### src/hw/rtl/ert_pkg.sv
`timescale 1ns / 1ps
`default_nettype none

package ert_pkg;

	// Table geometry.
	localparam int unsigned SLOTS = 128;
	localparam int unsigned IDX_W = (SLOTS > 1) ? $clog2(SLOTS) : 1;
	localparam int unsigned CNT_W = IDX_W + 1;
	localparam logic [IDX_W-1:0] LAST_IDX = IDX_W'(SLOTS - 1);
	localparam logic [CNT_W-1:0] SLOTS_C = CNT_W'(SLOTS);

	// Field widths.
	localparam int unsigned SEQ_W = 16;
	localparam int unsigned TIME_W = 32;
	localparam int unsigned RTT_W = 23;
	localparam int unsigned LEN_W = 16;

	// Protocol constants.
	localparam logic [7:0] ECHO_REPLY = 8'd0;
	localparam logic [LEN_W-1:0] MIN_MSG = LEN_W'(8);

	// Microseconds to milliseconds. The quotient by 1000 is the top bits of the
	// product with ceil(2^38 / 1000), which is exact for every 32-bit value.
	localparam int unsigned DIV_BY = 1000;
	localparam int unsigned RECIP_W = 29;
	localparam int unsigned RECIP_SH = 38;
	localparam logic [RECIP_W-1:0] RECIP = 29'd274877907;
	localparam int unsigned PROD_W = TIME_W + RECIP_W;

	typedef enum logic [2:0] {
		STAT_TRACKED   = 3'd0,
		STAT_UNTRACKED = 3'd1,
		STAT_MATCHED   = 3'd2,
		STAT_SHORT     = 3'd3,
		STAT_FOREIGN   = 3'd4,
		STAT_UNKNOWN   = 3'd5
	} stat_e;

	typedef enum logic [2:0] {
		S_IDLE,
		S_CHECK,
		S_FREE,
		S_MATCH,
		S_DIV,
		S_EMIT
	} state_e;

	typedef struct packed {
		logic              mode;
		logic [TIME_W-1:0] time_us;
		logic [SEQ_W-1:0]  reply_seq;
		logic [7:0]        reply_type;
		logic [15:0]       reply_ident;
		logic [3:0]        header_words;
		logic [LEN_W-1:0]  packet_length;
	} in_t;

	typedef struct packed {
		stat_e             status;
		logic [SEQ_W-1:0]  seq_out;
		logic [RTT_W-1:0]  rtt_ms;
		logic [LEN_W-1:0]  message_length;
		logic [SEQ_W-1:0]  sent_count;
		logic [SEQ_W-1:0]  received_count;
	} out_t;

	typedef struct packed {
		logic  load;
		logic  free_step;
		logic  match_step;
		logic  div_step;
		logic  seq_bump;
		logic  set_status;
		stat_e code;
		logic  emit;
	} cmd_t;

	typedef struct packed {
		logic mode;
		logic free_hit;
		logic free_last;
		logic short_pkt;
		logic foreign;
		logic match_hit;
		logic match_last;
		logic out_free;
	} sts_t;

endpackage

`default_nettype wire

### src/hw/rtl/ert_ctrl.sv
`timescale 1ns / 1ps
`default_nettype none

module ert_ctrl (
	input  wire logic          clk,
	input  wire logic          arst_n,
	input  wire logic          in_valid,
	output logic               in_stall,
	input  wire ert_pkg::sts_t sts,
	output ert_pkg::cmd_t      cmd
);

	import ert_pkg::*;

	state_e state_q;
	state_e state_d;

	always_ff @(posedge clk or negedge arst_n) begin
		if (!arst_n) begin
			state_q <= S_IDLE;
		end else begin
			state_q <= state_d;
		end
	end

	always_comb begin
		state_d = state_q;
		unique case (state_q)
			S_IDLE: begin
				if (in_valid) begin
					state_d = S_CHECK;
				end
			end
			S_CHECK: begin
				if (!sts.mode) begin
					state_d = S_FREE;
				end else if (sts.short_pkt || sts.foreign) begin
					state_d = S_EMIT;
				end else begin
					state_d = S_MATCH;
				end
			end
			S_FREE: begin
				if (sts.free_hit || sts.free_last) begin
					state_d = S_EMIT;
				end
			end
			S_MATCH: begin
				if (sts.match_hit) begin
					state_d = S_DIV;
				end else if (sts.match_last) begin
					state_d = S_EMIT;
				end
			end
			S_DIV: begin
				state_d = S_EMIT;
			end
			S_EMIT: begin
				if (sts.out_free) begin
					state_d = S_IDLE;
				end
			end
			default: state_d = S_IDLE;
		endcase
	end

	always_comb begin
		cmd = '0;
		cmd.code = STAT_TRACKED;
		in_stall = 1'b1;
		unique case (state_q)
			S_IDLE: begin
				in_stall = 1'b0;
				cmd.load = in_valid;
			end
			S_CHECK: begin
				if (sts.mode) begin
					// Length is checked before type and identifier.
					if (sts.short_pkt) begin
						cmd.set_status = 1'b1;
						cmd.code = STAT_SHORT;
					end else if (sts.foreign) begin
						cmd.set_status = 1'b1;
						cmd.code = STAT_FOREIGN;
					end
				end
			end
			S_FREE: begin
				cmd.free_step = 1'b1;
				if (sts.free_hit) begin
					cmd.set_status = 1'b1;
					cmd.code = STAT_TRACKED;
					cmd.seq_bump = 1'b1;
				end else if (sts.free_last) begin
					cmd.set_status = 1'b1;
					cmd.code = STAT_UNTRACKED;
					cmd.seq_bump = 1'b1;
				end
			end
			S_MATCH: begin
				cmd.match_step = 1'b1;
				if (sts.match_hit) begin
					cmd.set_status = 1'b1;
					cmd.code = STAT_MATCHED;
				end else if (sts.match_last) begin
					cmd.set_status = 1'b1;
					cmd.code = STAT_UNKNOWN;
				end
			end
			S_DIV: begin
				cmd.div_step = 1'b1;
			end
			S_EMIT: begin
				cmd.emit = sts.out_free;
			end
			default: begin
				in_stall = 1'b1;
			end
		endcase
	end

endmodule

`default_nettype wire

### config.mk
export PLATFORM = sky130hd
export DESIGN_NAME = ert_ctrl
export DESIGN_NICKNAME = d
export VERILOG_FILES = /design/src/hw/rtl/ert_pkg.sv /design/src/hw/rtl/ert_ctrl.sv
export SDC_FILE = /design/constraint.sdc
export NUM_CORES = 1
export LEC_CHECK = 0
export BUFFER_PORTS_ARGS = -buffer_cell sky130_fd_sc_hd__buf_4
export CAP_MARGIN = 10
export CORE_AREA = 4 4 41 43
export CTS_CLUSTER_DIAMETER = 120
export DETAILED_ROUTE_END_ITERATION = 10
export DIE_AREA = 0 0 45 47
export PLACE_DENSITY = 0.56
export SETUP_SLACK_MARGIN = 0.3
export SYNTH_ARGS = -nofsm -noshare
export SYNTH_HDL_FRONTEND = slang
export SYNTH_SLANG_ARGS = --single-unit
### constraint.sdc
create_clock -name clk -period 3.3 [get_ports clk]
set_clock_uncertainty 0.15 [all_clocks]
set_input_delay 0.165 -clock clk [delete_from_list [all_inputs] [get_ports clk]]
set_output_delay 0.165 -clock clk [all_outputs]
set_load 0.05 [all_outputs]
; ---- Yosys cells after proc, flatten, opt, wreduce, memory -nomap -nowiden
; Cells that the tools add are included.
[word_totals]
register_bits = 3
input_bits = 11
output_inout_bits = 11
elab_cells = 37
[op_classes]
eq_ne = 9
mux = 23
n_reduce_logical = 4
[ops]
columns = op, n
row1 = 3-bit 2-to-1 mux, 7
row2 = 4-bit 2-to-1 mux, 5
row3 = 3-bit one-hot mux with 6 select lines, 1
row4 = 4-bit one-hot mux with 3 select lines, 1
row5 = 5-bit 2-to-1 mux, 2
row6 = 1-bit 2-to-1 mux, 7
row7 = 3-bit by 2-bit == test with 1-bit output (second input constant), 2
row8 = 3-bit == test (second input constant), 2
row9 = 2-bit inequality test (second input constant), 3
row10 = 4-bit AND reduction, 1
row11 = 3-bit by 1-bit == test with 1-bit output (second input constant), 1
row12 = 3-bit logical NOT, 1
row13 = 3-bit inequality test (second input constant), 1
row14 = 1-bit logical OR, 2

; ---- Depth between registers and ports, before layout
[depth]
word_depth = 4
depth_mapped = 5
mapped_depth_nobuf = 4

; ---- Least setup slack after synthesis
; Ideal clock, no wire load.
[synth_timing]
path_kind = flip-flop to output port
start = register state_q[2]
end = output port cmd[4] (netlist name)
arrival_time_ns = 2.407
required_ns = 2.985
path_slack_ns = 0.578
path_stages_with_launch = 5
n_path_buf = 1
cell_sequence = dfrtp_1 > clkbuf_4 > nor3b_4 > nor2b_1 > nand3b_1
[synth_rtl]
columns = element, line
row1 = from (decl), ert_ctrl.sv:15  ; state_e state_q;
row2 = from (signal assigned), ert_ctrl.sv:22  ; state_q <= state_d;
row3 = to (decl), ert_ctrl.sv:10  ; output ert_pkg::cmd_t cmd

==> impl_metrics.env <==
export IMPL_start_util=0.278
export IMPL_p_leak_uw=0.000275
export IMPL_endpoint_kind="primary output"
export IMPL_clock_fmax_ghz=0.509
export IMPL_synthTopCellsByArea="dfrtp_1, buf_6, nand3b_1"
export IMPL_critPathLaunchType="flop"
export IMPL_regMostFlops="state_q"
export IMPL_syn_num_nets=58
export IMPL_cp_arrival_ns=1.65
export IMPL_layout_drive_gt1_share=0.408
export IMPL_drt_total_wl_um=919
export IMPL_crit_buf_inv=1
export IMPL_n_antenna_cell=0
export IMPL_synthCells=47
export IMPL_fin_nets=83
export IMPL_slowest_delay_ns=0.55
export IMPL_cts_resized=0
export IMPL_cts_max_level=1
export IMPL_preCtsSetupSlack_ns=1.56
export IMPL_cts_root_buffer="clkbuf_4"
export IMPL_fin_ws_ns=1.33
export IMPL_timing_final_max_slew_violations=0
export IMPL_pwr_density_cell_nw_per_um2=1020
export IMPL_portBuffers=21
export IMPL_finalSetupViolations=0
export IMPL_antenna_found_initial=0
export IMPL_yosysTopAreaCell="dfrtp_1"
export IMPL_cts_buffer_depth=2
export IMPL_setup_tns_ns=0
export IMPL_ant_nets=0
export IMPL_cts_tree="done"
export IMPL_yosys_warnings=0
export IMPL_die_y_um=47
export IMPL_finalHoldViolCount=0
export IMPL_worstPathCellList="nor3b_1 -> nand3_1 -> nand3_1 -> buf_4"
export IMPL_rows=13
export IMPL_area_delta_synth_final_pct=53.3
export IMPL_crit_path_max_fanout=12
export IMPL_worst_path_max_delay_cell="dfrtp_1"
export IMPL_drv_cap=0
export IMPL_status="finished clean"
export IMPL_min_period_ns=1.97
export IMPL_synthesis_area_sq_um=362
export IMPL_tightestPinTransition_ns=0.398
export IMPL_path_class="flop to primary output"
export IMPL_clkSlewWorstSetupHoldPaths_ns=0.04
export IMPL_place_congestion=0.734
export IMPL_synth_area_per_cell_sq_um=7.69
export IMPL_grt_pass1_wl_um=1490
export IMPL_io_pins=22
export IMPL_largest_reg_flops=3
export IMPL_synth_top_area_share=0.208
export IMPL_crit_required_ns=2.98
export IMPL_fp_dieArea_sq_um=2120
export IMPL_vias_per_cell=4.88
export IMPL_grt_max_degree=13
export IMPL_dp_hpwl_um=753
export IMPL_relSlewSlack=0.734
export IMPL_rsz0062_at_grt="false"
export IMPL_overflow=0
export IMPL_drc=0
export IMPL_ys_seq_area_frac=0.208
export IMPL_place_inst=80
export IMPL_drt_initial_drc_count=6
export IMPL_stdcell_count=86
export IMPL_dieWidth_um=45
export IMPL_peakVddDrop_v=0.000478
export IMPL_cts_buffers=3
export IMPL_top_regs="state_q (3)"
export IMPL_clock_sinks=3
export IMPL_first_pass_iters=4
export IMPL_grt_use_total=0.101
export IMPL_fin_crit_sh=0.595
export IMPL_min_path_type="input pin to async pin"
export IMPL_clk_insertion_delay_late_ns=0.23
export IMPL_path_common_cell="nand3_1"
export IMPL_wl_per_cell_um=10.7
export IMPL_vias=420
export IMPL_synth_cell_types=24
export IMPL_coreArea_sq_um=1300
export IMPL_crit_family="simple AND/OR/NAND/NOR gates"
export IMPL_ys_ff_latch=3
export IMPL_grt_pass1_vias=344
## where the power goes
part	total, uW	internal (uW)	switching (uW)
registers	106	55.5	50.5
logic	399	147	252
clock network	63.2	45.2	17.9
total	568	248	320
## cell usage after synthesis
library cell	instances
nor3b_1	2
and3b_1	1
nand4b_1	1
buf_6	2
a22oi_2	1
a31oi_1	1
nand2_1	5
nand3_1	3
nor2_1	6
o21ai_2	1
a21oi_1	3
or3_2	1
nand3b_1	3
o211ai_1	2
o22ai_1	1
mux2_4	1
nor2b_1	1
inv_1	3
dfrtp_1	3
o21ai_0	2
clkbuf_4	1
nor3_1	1
nor3b_4	1
o21bai_1	1
## stage by stage
stage / hold WS (ns) / instance area (sq um) / total power (uW) / utilization
floorplan: -0.281 / 362 / 426 / -
global placement: -0.195 / 508 / 506 / 0.390
detailed placement: -0.192 / 508 / 507 / 0.390
CTS: 0.109 / 554 / 576 / 0.426
global route: 0.111 / 554 / 613 / 0.426
finish: 0.110 / 554 / 568 / 0.426
## layout by cell type, fill, tap and decap left out
cell type / n
nand2_1: 5
clkbuf_1: 1
a22oi_2: 1
o21ai_2: 1
a31oi_1: 1
inv_1: 3
nor3_1: 1
nand3b_1: 3
nand3_1: 3
a21oi_1: 3
dfrtp_1: 3
o21bai_1: 1
dlygate4sd3_1: 2
nand4b_1: 1
nor2_1: 6
clkbuf_4: 3
mux2_4: 1
nor3b_1: 2
o21ai_0: 2
o211ai_1: 2
and3b_1: 1
buf_4: 21
or3_2: 1
nor3b_4: 1
nor2b_1: 1
o22ai_1: 1
## kinds of logic (layout without fill, tap and decap cells)
group | after synthesis | count (layout) | share of synthesized area
flip-flops | 3 | 3 | 0.208
AND/OR/NAND/NOR | 25 | 25 | 0.412
AO/OA/AOI/OAI | 12 | 12 | 0.225
multiplexers | 1 | 1 | 0.0415
buffers and inverters | 6 | 30 | 0.114
## layer usage
layer,vias to the layer above,share of wire,track usage
li1,219,-,-
met1,179,0.40,0.125
met2,20,0.45,0.138
met3,2,0.13,0.0230
met4,0,0.023,0.105
met5,-,0,0
## path summary, 6_finish.rpt
check | slack, ns | cells past startpoint | startpoint | to
max in group asynchronous | 2.80 | 2 | arst_n | state_q[0]$_DFFE_PN0P_
setup / recovery | 1.33 | 4 | state_q[0]$_DFFE_PN0P_ | cmd[1]
hold reg to reg | 0.61 | 2 | state_q[1]$_DFFE_PN0P_ | state_q[2]$_DFFE_PN0P_
setup reg to reg | 1.60 | 4 | state_q[2]$_DFFE_PN0P_ | state_q[0]$_DFFE_PN0P_
hold / removal | 0.11 | 2 | arst_n | state_q[2]$_DFFE_PN0P_
min in group clk | 0.12 | 4 | sts[3] | state_q[1]$_DFFE_PN0P_
## worst register-to-register path: stages (launching register included)
cell and delay [ns]:
dfrtp_1 0.55, and3b_1 0.29, a22oi_2 0.20, o21ai_2 0.10
mux2_4 0.30
## repair_timing
action                                  CTS  global route
endpoints found under the hold margin     4             0
setup buffers                             0             0
endpoints found under the setup margin    0             0
hold buffers                              2             0
## area by class of cell
type	count	area [sq um]
Sequential cell	3	75.1
Clock buffer	4	26.3
Fill cell	146	747
Inverter	3	11.3
Multi-Input combinational cell	38	245
Tap cell	15	18.8
Timing Repair Buffer	23	178
(Power assumes the default switching activity.)
